[src/rtl/fec_pkg.sv]
// fec_pkg: shared types and constants for the frame-to-event converter
// depends on nothing
`default_nettype none
package fec_pkg;
	localparam int unsigned COORD_W = 9;
	localparam int unsigned LEVEL_W = 16;
	localparam int unsigned TIME_W = 48;
	localparam int unsigned THR_W = 16;
	localparam int unsigned CFG_IDX_W = 8;

	localparam logic [CFG_IDX_W-1:0] REG_POS_THR = 8'd0;
	localparam logic [CFG_IDX_W-1:0] REG_NEG_THR = 8'd1;

	typedef struct packed {
		logic [COORD_W-1:0] pixel_x;
		logic [COORD_W-1:0] pixel_y;
		logic [LEVEL_W-1:0] pixel_intensity;
		logic [TIME_W-1:0]  frame_time;
	} pix_t;

	typedef struct packed {
		logic [COORD_W-1:0] event_x;
		logic [COORD_W-1:0] event_y;
		logic [TIME_W-1:0]  event_time;
		logic               polarity;
		logic               last_in_burst;
		logic               truncated;
	} evt_t;

	typedef struct packed {
		logic [CFG_IDX_W-1:0] index;
		logic [31:0]          data;
	} cfg_t;

	// classified job handed from front to back
	typedef struct packed {
		logic [COORD_W-1:0] x;
		logic [COORD_W-1:0] y;
		logic [TIME_W-1:0]  stamp;
		logic [TIME_W-1:0]  now;
		logic [THR_W-1:0]   thr;
		logic [LEVEL_W-1:0] mag;
		logic [LEVEL_W-1:0] n;
		logic               rise;
	} job_t;
endpackage
`default_nettype wire

[src/rtl/fec_back.sv]
// fec_back: emits the events of one job with interpolated times
// depends on fec_pkg; time step uses multiply then sequential divide
`default_nettype none
module fec_back import fec_pkg::*; #(
	parameter int unsigned MAX_BURST = 64
) (
	input  wire logic clk,
	input  wire logic arst_n,
	input  wire logic job_valid,
	output logic      job_ready,
	input  wire job_t job_data,
	output logic      out_valid,
	input  wire logic out_ready,
	output evt_t      out_data
);
	localparam int unsigned PW = TIME_W + 17 + 7;
	localparam int unsigned QW = PW;

	typedef enum logic [2:0] {IDLE, MUL, DIV, FIX, OUT} st_t;
	st_t st_q;

	job_t             job_q;
	logic [6:0]       k_q;
	logic [6:0]       emit_q;
	logic             trunc_q;
	logic             neg_q;
	logic [TIME_W-1:0] d_q;
	logic [PW-1:0]    p_q;
	logic [QW-1:0]    q_q;
	logic [LEVEL_W:0] r_q;
	logic [6:0]       bit_q;
	logic [1:0]       mc_q;
	logic [23:0]      num_q;
	evt_t             out_q;
	logic             ov_q;

	logic [LEVEL_W+1:0] rsh;
	logic [LEVEL_W+1:0] trl;
	logic [QW-1:0]      qf;
	logic [TIME_W-1:0]  tm;

	assign rsh = {r_q, p_q[7'(bit_q - 7'd1)]};
	assign trl = rsh - {2'b0, job_q.mag};
	assign qf = q_q + QW'(neg_q && (r_q != '0));
	assign tm = neg_q ? TIME_W'(job_q.stamp - qf[TIME_W-1:0])
		: TIME_W'(job_q.stamp + qf[TIME_W-1:0]);

	assign job_ready = (st_q == IDLE);
	assign out_valid = ov_q;
	assign out_data = out_q;

	always_ff @(posedge clk or negedge arst_n) begin
		if (!arst_n) begin
			st_q <= IDLE;
			ov_q <= 1'b0;
		end else begin
			if (ov_q && out_ready && st_q != FIX) ov_q <= 1'b0;
			case (st_q)
				IDLE: begin
					if (job_valid) begin
						job_q <= job_data;
						k_q <= 7'd0;
						trunc_q <= (32'(job_data.n) > MAX_BURST);
						emit_q <= (32'(job_data.n) > MAX_BURST) ? 7'(MAX_BURST)
							: 7'(job_data.n);
						neg_q <= job_data.now < job_data.stamp;
						d_q <= (job_data.now < job_data.stamp)
							? job_data.stamp - job_data.now : job_data.now - job_data.stamp;
						num_q <= 24'(job_data.thr);
						st_q <= MUL;
						mc_q <= 2'd0;
						p_q <= '0;
					end
				end
				MUL: begin
					// num * d as two 24x24 partial products
					if (mc_q == 2'd0) begin
						p_q <= PW'(num_q * d_q[23:0]);
						mc_q <= 2'd1;
					end else begin
						p_q <= p_q + (PW'(num_q * d_q[47:24]) << 24);
						r_q <= '0;
						q_q <= '0;
						bit_q <= 7'(PW);
						st_q <= DIV;
					end
				end
				DIV: begin
					if (!trl[LEVEL_W+1]) begin
						r_q <= trl[LEVEL_W:0];
						q_q <= {q_q[QW-2:0], 1'b1};
					end else begin
						r_q <= rsh[LEVEL_W:0];
						q_q <= {q_q[QW-2:0], 1'b0};
					end
					bit_q <= bit_q - 7'd1;
					if (bit_q == 7'd1) st_q <= FIX;
				end
				FIX: begin
					if (!ov_q || out_ready) begin
						out_q.event_x <= job_q.x;
						out_q.event_y <= job_q.y;
						out_q.event_time <= tm;
						out_q.polarity <= job_q.rise;
						out_q.last_in_burst <= (k_q + 7'd1 == emit_q);
						out_q.truncated <= (k_q + 7'd1 == emit_q) && trunc_q;
						ov_q <= 1'b1;
						st_q <= OUT;
					end
				end
				OUT: begin
					if (k_q + 7'd1 == emit_q) begin
						st_q <= IDLE;
					end else begin
						k_q <= k_q + 7'd1;
						num_q <= num_q + 24'(job_q.thr);
						mc_q <= 2'd0;
						st_q <= MUL;
					end
				end
				default: st_q <= IDLE;
			endcase
		end
	end
endmodule
`default_nettype wire

[config.mk]
export PLATFORM = sky130hd
export DESIGN_NAME = fec_back
export DESIGN_NICKNAME = d
export VERILOG_FILES = /design/src/rtl/fec_pkg.sv /design/src/rtl/fec_back.sv
export SDC_FILE = /design/constraint.sdc
export NUM_CORES = 2
export LEC_CHECK = 0
export BUFFER_PORTS_ARGS = -buffer_cell sky130_fd_sc_hd__buf_4
export CELL_PAD_IN_SITES_DETAIL_PLACEMENT = 1
export CELL_PAD_IN_SITES_GLOBAL_PLACEMENT = 2
export CORE_MARGIN = 2
export CORE_UTILIZATION = 35
export CTS_CLUSTER_SIZE = 16
export DETAILED_ROUTE_END_ITERATION = 8
export GPL_TIMING_DRIVEN = 0
export HOLD_SLACK_MARGIN = 0.03
export PLACE_DENSITY_LB_ADDON = 0.1
export SETUP_SLACK_MARGIN = 0.02
export SYNTH_ARGS = -nofsm -noshare
export SYNTH_HDL_FRONTEND = slang
export SYNTH_SLANG_ARGS = --single-unit
[constraint.sdc]
create_clock -name clk -period 13.4 [get_ports clk]
set_clock_uncertainty 0.05 [all_clocks]
set_input_delay 2.68 -clock clk [delete_from_list [all_inputs] [get_ports clk]]
set_output_delay 2.68 -clock clk [all_outputs]
set_load 0.02 [all_outputs]
# Yosys cells after proc, flatten, opt, wreduce, memory -nomap -nowiden

Cells that the tools add are included.
W data, S select, Z words.

$add $sub $neg: 10
Multipliers: 2
Magnitude comparators: 3
Equality and inequality tests: 13
Mux-type cells: 34
Reductions and logical operators: 20

Operator list:

| kind                  | number |
|---|---|
| $mux W48              | 3 |
| $mux W72              | 2 |
| $pmux W72 S2          | 1 |
| $sub A48 B48 Y48      | 3 |
| $mul A24 B24 Y48      | 2 |
| $pmux W48 S2          | 1 |
| $add A72 B72 Y72      | 1 |
| $add A48 B1 Y48       | 1 |
| $add A48 B48 Y48      | 1 |
| $lt A48 B48 Y1        | 1 |
| $mux W24              | 2 |
| $pmux W24 S2          | 1 |
| $mux W17              | 2 |
| $pmux W17 S2          | 1 |
| $pmux W7 S2           | 2 |
| $add A24 B16 Y24      | 1 |
| $mux W7               | 3 |
| $sub A18 B16 Y18      | 1 |
| $reduce_bool A17 Y1   | 1 |
| $gt A16 B7 Y1 const B | 1 |
| $pmux W3 S5           | 1 |
| $mux W3               | 4 |
| $ne A2 B2 Y1 const B  | 6 |
| $reduce_and A3 Y1     | 4 |
| other kinds (22)      | 36 |

Register bits after elaboration: 406
Input port bits: 167
Output and inout bits: 71
Logic and storage cells: 107

# Longest topological paths before layout

Depth in word-level cells: 6
Depth in mapped cells: 42
Mapped depth without buffers: 38

# Worst setup path after synthesis

Ideal clock, no wire load.

Kind: reg-to-reg
From: reg num_q[13]
To: reg p_q[70], data pin
Library setup time: 266 ps
Data arrival time: 8895 ps
Data required time: 13084 ps
Path slack: 4189 ps
Cell stages (with the launch flop): 39
Buffers on the path: 3
Clock period less this slack: 9211 ps
Path through: edfxtp_1 > clkbuf_1 > clkbuf_1 > nand2_1 > fa_1 > inv_1 > fa_1 > inv_1 > fa_1 > inv_1 > fa_1 > inv_1 > fa_1 > inv_1 > fa_1 > inv_1 > fa_1 > inv_1 > [... 3 more ...] > nor4_1 > nand2_1 > o211ai_1 > a21oi_1 > o31a_1 > o21ai_0 > a21o_1 > a21oi_1 > xnor2_1 > ha_1 > and3_1 > a22o_1 > or4_1 > o21ai_0 > o21ai_1 > a221oi_1 > xor2_1 > nor2_1

Word-level cells in the longest chain between the ends: 4

Ends and longest elaborated chain:

| item                   | line            | RTL |
|---|---|---|
| from (decl)            | fec_back.sv:33  | `logic [23:0] num_q;` |
| from (signal assigned) | fec_back.sv:69  | `num_q <= 24'(job_data.thr);` |
| from (signal assigned) | fec_back.sv:116 | `num_q <= num_q + 24'(job_q.thr);` |
| $mul A24 B24 Y48       | fec_back.sv:81  | `p_q <= p_q + (PW'(num_q * d_q[47:24]) << 24);` |
| $add A72 B72 Y72       | fec_back.sv:81  |  |
| $mux W72               | fec_back.sv:77  | `if (mc_q == 2'd0) begin` |
| $pmux W72 S2           | fec_back.sv:58  | `case (st_q)` |
| to (signal assigned)   | fec_back.sv:78  | `p_q <= PW'(num_q * d_q[23:0]);` |
| to (signal assigned)   | fec_back.sv:81  |  |
| to (decl)              | fec_back.sv:28  | `logic [PW-1:0] p_q;` |

No other way between the ends.
A chain may end at the register's enable or synchronous reset.

# Worst setup path after layout

From: reg num_q[12]
To: reg p_q[69], data pin

The elaborated chain is that of the path after synthesis.

==> flow_metrics.env <==
export IMPL_status="complete, but fails checks"
export IMPL_violations="max-capacitance violations"
export IMPL_finalNetCount=9269
export IMPL_muxShareOfSynthArea=0.0133
export IMPL_drive_gt1_frac=0.0597
export IMPL_numCtsBuffers=53
export IMPL_ys_ff_latch=405
export IMPL_setup_violations=0
export IMPL_coreArea_um2=190000
export IMPL_grt_usage=0.271
export IMPL_dp_hpwl_um=220000
export IMPL_place_area_um2=71800
export IMPL_hold_class="reg -> reg"
export IMPL_seq_area_um2=12100
export IMPL_worst_path_max_fanout=10
export IMPL_die_h_um=440
export IMPL_synthAdderAreaFrac=0.400
export IMPL_clock_sinks=405
export IMPL_synth_top_area_frac=0.292
export IMPL_syn_to_final_growth_pct=10.6
export IMPL_htreeDepth=2
export IMPL_final_min_clock_period_ps=12700
export IMPL_post_cts_resized=0
export IMPL_fillers=22000
export IMPL_synthSimpleGateAreaFrac=0.162
export IMPL_async_reset_ff_frac=0.00988
export IMPL_drt_iter0_markers=2794
export IMPL_maxSlewViolCount=0
export IMPL_first_pass_iters=5
export IMPL_syn_inst=7252
export IMPL_synth_common_cells="inv_1, fa_1, nand2_1, ha_1, and2_1"
export IMPL_synth_nets=8965
export IMPL_worstPathArrival_ps=13080
export IMPL_rsz0062_at_grt="false"
export IMPL_worst_pin_slew_ps=1490
export IMPL_worstPathRequired_ps=13780
export IMPL_clockBufferDepth=3
export IMPL_viasPerCell=5.21
export IMPL_clock_fmax_mhz=78.8
export IMPL_syn_mean_instance_area_um2=9.17
export IMPL_end_kind="flip-flop"
export IMPL_cts_hold_buf=0
export IMPL_gp_congestion=0.922
export IMPL_synth_edf_count=401
export IMPL_initial_core_util=0.351
export IMPL_synth_top_family_by_area="adder cells"
export IMPL_setup_slack_ps=702
export IMPL_maxSlewHeadroom=0.00715
export IMPL_mappedNetlistArea_um2=66500
export IMPL_yosys_top_cells_area="fa_1, edfxtp_1, ha_1, inv_1, nand2_1"
export IMPL_dieArea_um2=194000
export IMPL_std_cell_rows=160
export IMPL_synthDistinctLibCells=101
export IMPL_grt_max_degree=65
export IMPL_multi_input_area_um2=48400
export IMPL_drc=0
export IMPL_drv_cap=1
export IMPL_root_buffer="clkbuf_16"
export IMPL_max_stage_delay_ps=1000
export IMPL_synth_compound_area_frac=0.103
export IMPL_hold_viol=0
export IMPL_design_area_um2=73600
export IMPL_synthXorXnorAreaFrac=0.0475
export IMPL_drt_total_wl_um=261000
export IMPL_wl_per_cell_um=25.7
export IMPL_synth_flop_cell="edfxtp_1"
export IMPL_path_class="reg -> reg"
export IMPL_yosysTopAreaCell="fa_1"
export IMPL_yosys_cell_count_top_type="inv_1"
export IMPL_cts_tree="done"
export IMPL_yosysWarnings=0
export IMPL_clk_insertion_delay_late_ps=700
export IMPL_vias=52800
export IMPL_antenna_found_initial=60
export IMPL_ys_seq_area_frac=0.182
export IMPL_overflow=0
export IMPL_io_buffers=237
export IMPL_critPathLaunchType="flip-flop"
export IMPL_clk_pin_slew_worst_paths_ps=60
export IMPL_fin_tns_setup_ps=0
export IMPL_die_w_um=440
export IMPL_postCtsSetupBuffers=0
export IMPL_period_share=0.948
export IMPL_pre_cts_slack_ps=536
export IMPL_io_pins=238
export IMPL_slowest_stage="clkbuf_1"
export IMPL_first_global_vias=57400
export IMPL_drtAntennaViolNets=0
export IMPL_grt_first_pass_wirelength_um=384000
-- state kept, by name, summed over array words and instances (netlist names) --
register	count
q_q	48
out_valid	1
trunc_q	1
num_q	24
st_q	3
job_q	99
bit_q	7
r_q	17
out_data	69
p_q	72
emit_q	7
mc_q	1
neg_q	1
d_q	48
k_q	7
-- per-stage QoR --
step                      hold WS [ps]  instances   util
after floorplan                    350       7252      -
after global placement             351      10000  0.377
after detailed placement           356      10000  0.379
after CTS                          370      10100  0.388
after global routing               381      10100  0.388
final                              369      10100  0.388
-- critical path, delay by kind of cell (launching register included) --
| kind | cells | cell delay (ps) |
|---|---|---|
| XOR/XNOR | 2 | 990 |
| buffers and inverters | 11 | 2770 |
| flip-flops | 1 | 470 |
| AO/OA/AOI/OAI | 9 | 2890 |
| adder cells (fa/ha/maj) | 9 | 4240 |
| AND/OR/NAND/NOR | 7 | 980 |
-- cell usage in the layout (no fill, tap or decap), types with 47 or more instances in the layout --
master	count
inv_1	1223
fa_1	970
nand2_1	922
ha_1	576
and2_1	501
edfxtp_1	401
a21oi_1	369
clkbuf_1	330
nor2_1	282
buf_4	243
xnor2_1	209
o21ai_0	199
a21o_1	152
xor2_1	149
and3_1	97
nand3_1	85
nand4_1	64
clkbuf_16	53
nand2b_1	51
a31oi_1	49
nor2b_1	49
nor3_1	47
-- layer usage --
layer,routed length [um],vias up,track usage
met1,111000,27300,0.352
met5,270,-,0
met2,125000,1119,0.460
li1,-,24000,-
met4,12000,40,0.106
met3,12100,342,0.0329
-- kinds of logic after synthesis --
kind of cell    after synthesis
xor+xnor                    359
simple gates               2195
flops                       405
mux                          63
buf+inv                    1591
fa+ha+maj                  1546
compound gates             1093
-- cell type report --
type,count,share of cell area
multi-input cells,5256,0.657
flip-flops and latches,405,0.165
inverters,1223,0.0624
well taps,2511,0.0427
repair buffers,249,0.0278
plain buffers,368,0.0199
clock buffers,59,0.0183
clock inverters,41,0.00588
diodes,14,0.000476
-- path summary, 6_finish.rpt --
| kind | to | cells after the start | start | slack, ps |
|---|---|---|---|---|
| setup / recovery | p_q[69] | 38 | num_q[12] | 700 |
| hold / removal | out_data[53] | 0 | job_q[147] | 370 |
| setup reg to reg | p_q[69] | 38 | num_q[12] | 700 |
| hold reg to reg | out_data[53] | 0 | job_q[147] | 370 |
| max in group asynchronous | st_q[0] | 1 | arst_n | 11390 |
| min in group asynchronous | out_valid | 1 | arst_n | 1760 |
Power is left out: the tool's default activity adds up to more than one toggle a clock period on the data nets, which glitch-free logic cannot reach.
