`config.mk`:
```
export PLATFORM = sky130hd
export DESIGN_NAME = fec_queue
export DESIGN_NICKNAME = d
export VERILOG_FILES = /design/src/rtl/fec_pkg.sv /design/src/rtl/fec_queue.sv
export SDC_FILE = /design/constraint.sdc
export NUM_CORES = 1
export LEC_CHECK = 0
export BUFFER_PORTS_ARGS = -buffer_cell sky130_fd_sc_hd__buf_4
export CAP_MARGIN = 20
export CORE_ASPECT_RATIO = 0.9
export CORE_MARGIN = 2
export CORE_UTILIZATION = 45
export CTS_BUF_LIST = sky130_fd_sc_hd__clkbuf_2 sky130_fd_sc_hd__clkbuf_4 sky130_fd_sc_hd__clkbuf_8
export DETAILED_ROUTE_END_ITERATION = 10
export PLACE_DENSITY = 0.66
export SYNTH_ARGS = -nofsm -noshare
export SYNTH_HDL_FRONTEND = slang
export SYNTH_SLANG_ARGS = --single-unit
```
`constraint.sdc`:
```
create_clock -name clk -period 9.3 [get_ports clk]
set_input_delay 0.465 -clock clk [delete_from_list [all_inputs] [get_ports clk]]
set_output_delay 0.465 -clock clk [all_outputs]
set_load 0.1 [all_outputs]
```
`src/rtl/fec_pkg.sv`:
```
// fec_pkg: shared types and constants for the frame-to-event converter
// depends on nothing
`default_nettype none
package fec_pkg;
	localparam int unsigned COORD_W = 9;
	localparam int unsigned LEVEL_W = 16;
	localparam int unsigned TIME_W = 48;
	localparam int unsigned THR_W = 16;
	localparam int unsigned CFG_IDX_W = 8;

	localparam logic [CFG_IDX_W-1:0] REG_POS_THR = 8'd0;
	localparam logic [CFG_IDX_W-1:0] REG_NEG_THR = 8'd1;

	typedef struct packed {
		logic [COORD_W-1:0] pixel_x;
		logic [COORD_W-1:0] pixel_y;
		logic [LEVEL_W-1:0] pixel_intensity;
		logic [TIME_W-1:0]  frame_time;
	} pix_t;

	typedef struct packed {
		logic [COORD_W-1:0] event_x;
		logic [COORD_W-1:0] event_y;
		logic [TIME_W-1:0]  event_time;
		logic               polarity;
		logic               last_in_burst;
		logic               truncated;
	} evt_t;

	typedef struct packed {
		logic [CFG_IDX_W-1:0] index;
		logic [31:0]          data;
	} cfg_t;

	// classified job handed from front to back
	typedef struct packed {
		logic [COORD_W-1:0] x;
		logic [COORD_W-1:0] y;
		logic [TIME_W-1:0]  stamp;
		logic [TIME_W-1:0]  now;
		logic [THR_W-1:0]   thr;
		logic [LEVEL_W-1:0] mag;
		logic [LEVEL_W-1:0] n;
		logic               rise;
	} job_t;
endpackage
`default_nettype wire

```
`src/rtl/fec_queue.sv`:
```
// fec_queue: short job queue between front and back
// depends on fec_pkg
`default_nettype none
module fec_queue import fec_pkg::*; (
	input  wire logic clk,
	input  wire logic arst_n,
	input  wire logic wr_valid,
	output logic      wr_ready,
	input  wire job_t wr_data,
	output logic      rd_valid,
	input  wire logic rd_ready,
	output job_t      rd_data
);
	job_t       mem_q [2];
	logic       wp_q, rp_q;
	logic [1:0] cnt_q;
	logic       wr, rd;

	assign wr_ready = (cnt_q != 2'd2);
	assign rd_valid = (cnt_q != 2'd0);
	assign rd_data = mem_q[rp_q];
	assign wr = wr_valid && wr_ready;
	assign rd = rd_valid && rd_ready;

	always_ff @(posedge clk) begin
		if (wr) mem_q[wp_q] <= wr_data;
	end

	always_ff @(posedge clk or negedge arst_n) begin
		if (!arst_n) begin
			wp_q <= 1'b0;
			rp_q <= 1'b0;
			cnt_q <= '0;
		end else begin
			if (wr) wp_q <= ~wp_q;
			if (rd) rp_q <= ~rp_q;
			cnt_q <= cnt_q + {1'b0, wr} - {1'b0, rd};
		end
	end
endmodule
`default_nettype wire

```
### After elaboration in Yosys (flattened, before gate mapping)

Memory sizes are Yosys's and may differ from the RTL's.
Index checks and enable logic that the tools add are counted.

| operators by class | value |
|---|---|
| add/sub/neg operators | 2 |
| eq/ne operators | 1 |
| multiplexer cells | 2 |
| bitwise logic cells | 2 |
| reduce and logical (&&, ||, !) cells | 3 |

Operators with widths:

| cell | number |
|---|---|
| adder 2 x 1 -> 2 bit | 1 |
| logical AND 1 bit | 2 |
| two-way mux 1 bit | 2 |
| != test 2 bit, second input constant | 1 |
| NOT 1 bit | 2 |
| nonzero test 2 bit | 1 |
| subtractor 2 x 1 -> 2 bit | 1 |

| word-level totals | value |
|---|---|
| register bits | 4 |
| memory bits (writable) | 326 |
| bits of input ports | 167 |
| output and inout port bits | 165 |
| logic and storage cells | 14 |
| memories kept | 1 |

Memory list:

| memory | depth | bits a word | read ports | clocked after memory_dff | wr ports | line | RTL |
|---|---|---|---|---|---|---|---|
| mem_q | 2 | 163 | 1 | 0 | 1 | fec_queue.sv:14 | `job_t mem_q [2];` |

### Depth between registers and ports, before layout

Gate-level depths: netlist of the first run.

| logic depth | value |
|---|---|
| word-level depth | 4 |
| depth in mapped cells | 7 |
| gate-level depth less buffers | 7 |

### Least setup slack after synthesis of the first run

Ideal clock, no wire load.

| path | value |
|---|---|
| path type | register -> register |
| start point | register cnt_q[0] |
| end point | memory mem_q[0][0] (netlist bit) (enable) |
| library setup time | 0.689 ns |
| data arrival time | 8.211 ns |
| required time | 8.611 ns |
| setup slack | 0.400 ns |
| cell stages (with the launch flop) | 4 |
| clock period less this slack | 8.900 ns |
| cell sequence | dfrtp_1 nand2b_1 nand2_1 nor2_1 |

| on the way | value |
|---|---|
| cells in the longest elaborated chain, start to end | 4 |

Ends and longest elaborated chain:

| element | line | RTL |
|---|---|---|
| start: declaration | fec_queue.sv:16 | `logic [1:0] cnt_q;` |
| start signal: assignment | fec_queue.sv:37 | `cnt_q <= cnt_q + {1'b0, wr} - {1'b0, rd};` |
| != test 2 bit | fec_queue.sv:19 | `assign wr_ready = (cnt_q != 2'd2);` |
| via wr_ready | fec_queue.sv:8 | `output logic wr_ready,` |
| logical AND 1 bit | fec_queue.sv:22 | `assign wr = wr_valid && wr_ready;` |
| two-way mux 1 bit | fec_queue.sv:26 | `if (wr) mem_q[wp_q] <= wr_data;` |
| two-way mux 1 bit (not written as such) | fec_queue.sv:26 |  |
| end: declaration | fec_queue.sv:14 |  |

The timed path passes the listed nets, and every way through them passes these cells.

==> flow_metrics.env, run 1 <==
export IMPL_status="completed"
export IMPL_final_setup_skew_ns=0.0102
export IMPL_synth_seq_area_share_pct=82.0
export IMPL_cpPeakStageDelay_ns=0.80
export IMPL_num_rows=56
export IMPL_cts_tree="done"
export IMPL_synth_seq_cells=330
export IMPL_layout_drive_gt1_share_pct=62.0
export IMPL_cts_num_sinks=330
export IMPL_overflow=0
export IMPL_diodes=0
export IMPL_vias=6181
export IMPL_cp_end_kind="output pin"
export IMPL_cp_startpoint="rp_q"
export IMPL_synth_fa_ha_area_share_pct=0.208
export IMPL_synth_xor_area_share_pct=0.291
export IMPL_critPathSlowestCell="buf_4"
export IMPL_maxSlewHeadroom_pct=30.6
export IMPL_cp_max_fo=76
export IMPL_cts_root_buf="clkbuf_8"
export IMPL_cts_clk_slew_worst_paths_ns=0.06
export IMPL_hold_class="input port to flop"
export IMPL_synth_compound_area_share_pct=0
export IMPL_rsz0062_at_grt="no"
export IMPL_hold_path_startpoint="wr_data[25]"
export IMPL_synth_nets=693
export IMPL_die_width_um=177
export IMPL_yosys_top_cells_area="edfxtp_1 (81%), mux2_2 (15%), clkbuf_8 (1.4%)"
export IMPL_htree_num_levels=2
export IMPL_core_area_sq_um=26200
export IMPL_tns_ns=0
export IMPL_synth_top_family_by_area="multiplexers"
export IMPL_postSynthAreaPerCell_sq_um=23.0
export IMPL_drv_cap=0
export IMPL_final_hold_violation_count=0
export IMPL_yosys_area_share_simple_pct=0.270
export IMPL_ys_types=15
export IMPL_max_freq_ghz=0.319
export IMPL_totalWireLength_um=24500
export IMPL_gp_congestion=0.756
export IMPL_finalCritPeriodShare_pct=33.7
export IMPL_place_hpwl_um=16300
export IMPL_synth_cells=524
export IMPL_period_needed_ns=3.14
export IMPL_netlist_area_sq_um=12100
export IMPL_yosys_warnings=0
export IMPL_r2r_start="cnt_q[0]"
export IMPL_nNetsFinal=1067
export IMPL_clockBufferDepth=3
export IMPL_synth_top_area_share_pct=81.2
export IMPL_dieArea_sq_um=28100
export IMPL_critPathLaunchType="flop"
export IMPL_grt_pass1_wl_um=36900
export IMPL_cpLargestDelayFamily="buffers and inverters"
export IMPL_drc=0
export IMPL_synthToLayoutAreaGrowth_pct=31.4
export IMPL_worstPathRequired_ns=8.84
export IMPL_first_pass_iters=4
export IMPL_numCtsBuffers=52
export IMPL_worst_path_buf_inv=2
export IMPL_tightest_slew_ns=1.04
export IMPL_io_buffer_count=331
export IMPL_initial_core_util_pct=46.0
export IMPL_finalSetupViolCount=0
export IMPL_yosys_area_top_type="edfxtp_1"
export IMPL_clkLatencyLatePin_ns=0.54
export IMPL_path_cells="buf_4, mux2_2, buf_4"
export IMPL_grt_max_degree=77
export IMPL_dieHeight_um=159
export IMPL_wl_per_cell_um=19.0
export IMPL_r2r_slack_ns=6.61
export IMPL_criticalPathCategory="flop to output pin"
export IMPL_path_common_cell="buf_4"
export IMPL_antenna_found_initial=0
export IMPL_drt_antenna_violating_nets=0
export IMPL_crit_arrival_ns=2.67
export IMPL_ios=332
export IMPL_drt_initial_drc_count=321
export IMPL_grt_usage_pct=17.0
export IMPL_via_per_inst=4.80
export IMPL_grt_pass1_vias=6809
export IMPL_synth_mux_area_share_pct=15.2
export IMPL_slew_viol_final=0
-- synthesized netlist by cell type --
cell type / number
or2_1: 1
and3_1: 1
mux2_2: 163
inv_1: 1
nor2_1: 1
buf_6: 6
nand2b_1: 1
and2_1: 1
ha_1: 2
dfrtp_1: 4
xor2_1: 1
xnor2_1: 3
clkbuf_8: 12
edfxtp_1: 326
nand2_1: 1
-- state kept, by name, indices dropped and copies added, names as in the netlist --
register / flops
cnt_q: 2
mem_q: 326
rp_q: 1
wp_q: 1
-- worst reg2reg max path, delay by kind of cell (launching register included) --
kind / cells / cell delay [ns]
DFF: 1 / 0.37
and+or+nand+nor: 3 / 0.96
buffers and inverters: 1 / 0.89
-- routing by layer --
metal	routed length, um	vias to the layer above	global-route usage (%)	part of all wire, %
met5	0	-	0	0
met1	9640	3027	20.4	39
li1	-	2847	-	-
met4	486	0	5.22	2.0
met2	11700	268	27.7	48
met3	2660	39	7.28	11
-- through the flow --
step	setup WS, ns	utilization [%]	hold slack [ns]	area (sq um)	instances
final	6.16	60.5	0.0972	15800	1287
after global routing	6.00	60.5	0.0434	15800	1287
after CTS	6.08	60.5	0.0398	15800	1287
after detailed placement	6.60	56.5	0.267	14800	1191
after global placement	6.71	56.5	0.266	14800	1191
after floorplan	0.400	-	0.169	12100	524
-- cell type report --
type                       count  area [sq um]
inverter                       1          3.75
multi-input combinational    175          1940
fill                        1960         10400
clock buffer                  73           886
timing repair buffer         338          2540
tap                          348           435
sequential                   330          9890
clock inverter                22           144
-- what timing repair did --
item | CTS | global route
hold buffers | 1 | 0
hold endpoints to repair | 4 | 0
gates resized for setup | 0 | 0
buffers inserted | 0 | 0
-- cell usage in the layout, fill, tap and decap left out, types with 2 or more instances in the layout --
cell       netlist  final
clkbuf_4         0     19
clkbuf_8        12     54
edfxtp_1       326    326
clkinv_1         0     16
buf_4            0    337
dfrtp_1          4      3
clkinv_2         0      3
mux2_2         163    163
xnor2_1          3      3
bufinv_16        0      2
ha_1             2      2
-- final timing paths --
kind | end | depth (start not counted)
min in group asynchronous | cnt_q[1] | 2
hold reg to reg | cnt_q[0] | 1
setup reg to reg | mem_q[0][7] | 4
max in group asynchronous | rp_q | 2
setup / recovery | rd_data[8] | 3
hold / removal | mem_q[1][25] | 1
-- cell families after synthesis --
| kind of cell | Yosys count |
|---|---|
| adder cells (fa/ha/maj) | 2 |
| multiplexers | 163 |
| buffers and inverters | 19 |
| XOR/XNOR | 4 |
| flip-flops | 330 |
| AND/OR/NAND/NOR | 6 |
Power of run 1 is left out: the tool's default activity adds up to more than one toggle a clock period on the data nets, which glitch-free logic cannot reach.
==> run 2, diff against run 1 <==
- ABC_AREA: default -> 1
- PLACE_DENSITY: 0.66 -> 0.69
- clock period: 9.3 -> 2.6 ns (I/O delays scaled with it)
==> run 2 against run 1 <==
Utilization up 5.3 points. Critical path depth up 2. Setup slack lost 6.0 ns. Synthesized cell count rose by 69%. Register-to-register slack worse by 5.9 ns. Flip-flop and latch count unchanged. Clock skew is 0.011 ns higher. Design area up 11%. Non-clock buffer count increased by 172. Count of clock-buffer cells in the layout is 7 lower. Sequential share of layout area shrank 6.4 points. Cell count rose by 40%.
==> flow_metrics.env, run 2 <==
export IMPL_grt_pass1_vias=8817
export IMPL_r2r_cells=5
export IMPL_placed_area_sq_um=15000
export IMPL_vias=8417
export IMPL_nNetsFinal=1581
export IMPL_r2r_slack_ns=0.74
export IMPL_cts_num_sinks=330
export IMPL_ios=332
export IMPL_cpLargestDelayFamily="buffers and inverters"
export IMPL_yosys_top_cells_area="edfxtp_1 (80%), nand2_1 (15%), buf_6 (2.0%)"
export IMPL_regMostFlops="mem_q"
export IMPL_synth_most_common_cell="nand2_1"
export IMPL_holdWs_ns=0.302
export IMPL_hold_class="input port to flop"
export IMPL_grt_usage_pct=20.5
export IMPL_numCtsBuffers=53
export IMPL_cts_resized=0
export IMPL_synth_nets=1052
export IMPL_io_buffer_count=331
export IMPL_synth_top_area_share_pct=80.4
export IMPL_core_area_sq_um=26800
export IMPL_wl_per_cell_um=16.5
export IMPL_yosys_area_top_type="edfxtp_1"
export IMPL_path_cells="inv_4, buf_12, nand2_1, nand2_1, buf_4"
export IMPL_worst_path_buf_inv=3
export IMPL_initial_core_util_pct=45.4
export IMPL_drc=0
export IMPL_gp_congestion=0.771
export IMPL_rsz0062_at_grt="no"
export IMPL_critPathLaunchType="flop"
export IMPL_layout_drive_gt1_share_pct=29.3
export IMPL_maxSlewHeadroom_pct=59.5
export IMPL_cp_depth=5
export IMPL_totalWireLength_um=29700
export IMPL_dieHeight_um=160
export IMPL_reg_largest_list="mem_q (326), cnt_q (2)"
export IMPL_regToRegEndpoint="mem_q[0][54]"
export IMPL_tightest_slew_ns=0.608
export IMPL_final_setup_skew_ns=0.0208
export IMPL_dieArea_sq_um=28400
export IMPL_cpPeakStageDelay_ns=0.61
export IMPL_place_hpwl_um=17000
export IMPL_worstPathRequired_ns=2.47
export IMPL_drt_initial_drc_count=499
export IMPL_die_width_um=177
export IMPL_cts_tree="done"
export IMPL_cp_startpoint="rp_q"
export IMPL_synth_seq_cells=330
export IMPL_slew_viol_final=0
export IMPL_status="completed"
export IMPL_drv_cap=0
export IMPL_critPathSlowestCell="dfrtp_4"
export IMPL_clkLatencyLatePin_ns=0.55
export IMPL_final_cell_mix="nand2_1 (500), buf_4 (337), edfxtp_1 (326), dlygate4sd3_1 (167), clkbuf_8 (53)"
export IMPL_yosys_warnings=0
export IMPL_period_needed_ns=2.49
export IMPL_synth_cells=883
export IMPL_path_common_cell="nand2_1"
export IMPL_crit_arrival_ns=2.36
export IMPL_grt_pass1_wl_um=45200
export IMPL_finalCritPeriodShare_pct=95.6
export IMPL_synth_seq_area_share_pct=81.2
export IMPL_cp_max_fo=117
export IMPL_synth_edf_count=326
export IMPL_ys_types=11
export IMPL_cp_end_kind="output pin"
export IMPL_max_freq_ghz=0.402
export IMPL_final_hold_violation_count=0
export IMPL_htree_num_levels=2
export IMPL_fin_area_sq_um=17600
export IMPL_finalSetupViolCount=0
export IMPL_synthFlopType="edfxtp_1"
export IMPL_synthArstFlopShare_pct=1.21
export IMPL_grt_max_degree=118
export IMPL_largest_reg_flops=326
export IMPL_netlist_area_sq_um=12200
export IMPL_num_rows=57
export IMPL_drt_antenna_violating_nets=0
export IMPL_first_pass_iters=5
export IMPL_clockBufferDepth=3
export IMPL_synth_commonest_cells="nand2_1 (502), edfxtp_1 (326), buf_6 (22)"
export IMPL_final_common_cell="nand2_1"
export IMPL_crit_end="rd_data[81]"
export IMPL_postSynthAreaPerCell_sq_um=13.8
export IMPL_post_cts_setup_buffers=0
export IMPL_num_fill_cells=1894
export IMPL_cts_clk_slew_worst_paths_ns=0.07
export IMPL_r2r_start="cnt_q[0]"
export IMPL_synthToLayoutAreaGrowth_pct=44.9
export IMPL_overflow=0
export IMPL_via_per_inst=4.67
export IMPL_antenna_found_initial=0
export IMPL_criticalPathCategory="flop to output pin"
export IMPL_cts_root_buf="clkbuf_8"
## run 2: worst min-delay path by stage
stage                       startpoint             to  slack, ns  depth (start not counted)
after floorplan                 arst_n       cnt_q[0]      -0.17                          0
after global placement          arst_n       cnt_q[0]      -0.06                          1
after detailed placement        arst_n       cnt_q[0]      -0.06                          1
after CTS                 wr_data[140]  mem_q[1][140]       0.26                          2
after global routing      wr_data[127]  mem_q[1][127]       0.27                          2
final                      wr_data[92]   mem_q[0][92]       0.30                          2
## run 2: through the flow
stage | cells | setup WS [ns] | utilization, % | setup TNS, ns
6_report | 1801 | 0.114 | 65.8 | 0
4_1_cts | 1800 | 0.122 | 65.8 | 0
3_5_place_dp | 1544 | 0.714 | 55.9 | 0
5_1_grt | 1800 | 0.0128 | 65.8 | 0
3_3_place_gp | 1544 | 0.748 | 55.9 | 0
2_1_floorplan | 883 | -0.947 | - | -307.81
## run 2: cells by family after synthesis
kind of cell	count (synthesis)	share of synthesized area, %
buffers and inverters	45	2.97
adder cells (fa/ha/maj)	2	0.205
AND/OR/NAND/NOR	506	15.6
flip-flops	330	81.2
## run 2: layer usage
| layer | up-vias | GRT usage, % | routed length [um] |
|---|---|---|---|
| li1 | 4035 | - | - |
| met1 | 3949 | 24.4 | 11400 |
| met2 | 369 | 34.8 | 14600 |
| met3 | 64 | 6.81 | 2870 |
| met4 | 0 | 7.45 | 803 |
| met5 | - | 0 | 0 |
## run 2: area by class of cell
| type | instances | area (sq um) | area share (%) |
|---|---|---|---|
| tap | 354 | 443 | 2.51 |
| clock inverter | 23 | 143 | 0.808 |
| antenna | 1 | 2.50 | 0.0142 |
| multi-input combinational | 508 | 1970 | 11.2 |
| inverter | 9 | 40.0 | 0.227 |
| timing repair buffer | 510 | 4320 | 24.5 |
| sequential | 330 | 9890 | 56.1 |
| clock buffer | 66 | 827 | 4.69 |
## run 2: what timing repair did
item,CTS,global route
setup endpoints to repair,0,0
hold endpoints to repair,332,0
hold buffers,167,0
Power of run 2 is left out for the same reason.
==> run 3, diff against run 2 <==
- CELL_PAD_IN_SITES_DETAIL_PLACEMENT: default -> 1
- CELL_PAD_IN_SITES_GLOBAL_PLACEMENT: default -> 1
- CORE_UTILIZATION: 45 -> 39
- PLACE_DENSITY: 0.69 -> 0.74
==> run 3 against run 2 <==
Register-to-register slack improved by 0.12 ns. Non-clock buffer count did not move. Clock skew barely moved. Die area is 15% higher. Global-route usage is 2.0 points higher. Via count up 5.4%. Utilization shrank 8.0 points. Hold slack worse by 0.0096 ns.
==> flow_metrics.env, run 3 (same netlist as run 2, synthesis figures left out) <==
export IMPL_hold_class="input port to flop"
export IMPL_clkLatencyLatePin_ns=0.57
export IMPL_critPathSlowestCell="buf_12"
export IMPL_drt_initial_drc_count=435
export IMPL_wl_per_cell_um=20.2
export IMPL_path_cells="buf_12, nand2_1, nand2_1, buf_4"
export IMPL_gp_congestion=0.809
export IMPL_numCtsBuffers=54
export IMPL_drv_cap=0
export IMPL_drt_antenna_violating_nets=0
export IMPL_final_common_cell="nand2_1"
export IMPL_slew_viol_final=0
export IMPL_period_needed_ns=2.48
export IMPL_dieHeight_um=172
export IMPL_grt_pass1_wl_um=55800
export IMPL_overflow=0
export IMPL_die_width_um=190
export IMPL_finalCritPeriodShare_pct=95.2
export IMPL_grt_pass1_vias=9774
export IMPL_regMostFlops="mem_q"
export IMPL_io_buffer_count=331
export IMPL_core_area_sq_um=30800
export IMPL_drc=0
export IMPL_reg_largest_list="mem_q (326), cnt_q (2)"
export IMPL_cts_resized=0
export IMPL_vias=8868
export IMPL_cp_max_fo=164
export IMPL_cp_startpoint="rp_q"
export IMPL_cts_tree="done"
export IMPL_hold_path_startpoint="wr_data[91]"
export IMPL_ios=332
export IMPL_htree_num_levels=2
export IMPL_first_pass_iters=5
export IMPL_antenna_found_initial=4
export IMPL_cpPeakStageDelay_ns=0.53
export IMPL_dieArea_sq_um=32700
export IMPL_r2r_start="cnt_q[0]"
export IMPL_criticalPathCategory="flop to output pin"
export IMPL_cp_end_kind="output pin"
export IMPL_fin_area_sq_um=17800
export IMPL_cpLargestDelayFamily="buffers and inverters"
export IMPL_maxSlewHeadroom_pct=43.9
export IMPL_grt_usage_pct=22.6
export IMPL_final_cell_mix="nand2_1 (500), buf_4 (335), edfxtp_1 (326), dlygate4sd3_1 (167), clkbuf_8 (57)"
export IMPL_worst_path_buf_inv=2
export IMPL_finalSetupViolCount=0
export IMPL_initial_core_util_pct=39.5
export IMPL_nNetsFinal=1582
export IMPL_clockBufferDepth=3
export IMPL_holdWs_ns=0.293
export IMPL_num_fill_cells=3111
export IMPL_via_per_inst=4.75
export IMPL_largest_reg_flops=326
export IMPL_num_rows=61
export IMPL_layout_drive_gt1_share_pct=29.8
export IMPL_synthToLayoutAreaGrowth_pct=46.4
export IMPL_cts_clk_slew_worst_paths_ns=0.07
export IMPL_cts_root_buf="clkbuf_8"
export IMPL_cts_num_sinks=330
export IMPL_tightest_slew_ns=0.842
export IMPL_critPathLaunchType="flop"
export IMPL_rsz0062_at_grt="no"
export IMPL_final_setup_skew_ns=0.0211
export IMPL_crit_arrival_ns=2.35
export IMPL_place_hpwl_um=19800
export IMPL_max_freq_ghz=0.404
export IMPL_placed_area_sq_um=15100
export IMPL_grt_max_degree=165
export IMPL_path_common_cell="nand2_1"
export IMPL_final_hold_violation_count=0
export IMPL_worstPathRequired_ns=2.47
export IMPL_status="completed"
export IMPL_totalWireLength_um=37700
## run 3: cell count changes in the layout (fill, tap and decap cells not counted)
cell / before / now
buf_4: 337 / 335
clkinvlp_4: 1 / 2
clkbuf_8: 53 / 57
clkbuf_4: 13 / 16
diode_2: 1 / 4
buf_12: 6 / 8
clkinv_2: 3 / 5
clkinv_1: 18 / 15
## run 3: final timing paths
check                      slack, ns            to  cells after the start
setup / recovery                0.12   rd_data[47]                      4
hold / removal                  0.29  mem_q[1][91]                      2
setup reg to reg                0.86   mem_q[0][0]                      5
hold reg to reg                 0.49          wp_q                      2
max in group asynchronous       1.83          rp_q                      3
min in group asynchronous       0.54          rp_q                      3
## run 3: area by class of cell
type	instances	area, sq um	share of cell area, %
diodes	4	10.0	0.0561
repair buffers	510	4350	24.4
multi-input cells	508	1970	11.1
clock inverters	23	149	0.835
clock buffers	73	905	5.07
well taps	409	512	2.87
inverters	9	40.0	0.225
flip-flops and latches	330	9890	55.5
## run 3: per-stage QoR
step / TNS [ns] / std cells / setup WS (ns) / utilization [%]
finish: 0 / 1866 / 0.124 / 57.8
floorplan: -307.81 / 883 / -0.947 / -
global placement: 0 / 1599 / 0.836 / 48.9
CTS: 0 / 1862 / 0.181 / 57.8
global route: 0 / 1866 / 0.0603 / 57.8
detailed placement: 0 / 1599 / 0.788 / 48.9
## run 3: worst reg2reg max path: stages, from the launching register on
cell and delay (ns):
dfrtp_1 0.39, inv_2 0.11, nand2_8 0.07, nand3_4 0.08, clkinvlp_4 0.40, buf_4 0.41
## run 3: repair_timing
action	4_1_cts	5_1_grt
endpoints found under the hold margin	332	0
buffers inserted	0	0
hold buffers	167	0
## run 3: per-layer routing
layer	up-vias	track usage, %	share of wire, %
li1	4044	-	-
met1	4404	24.9	37
met2	348	41.2	52
met3	72	7.04	7.8
met4	0	7.72	2.7
met5	-	0	0
Power of run 3 is left out for the same reason.
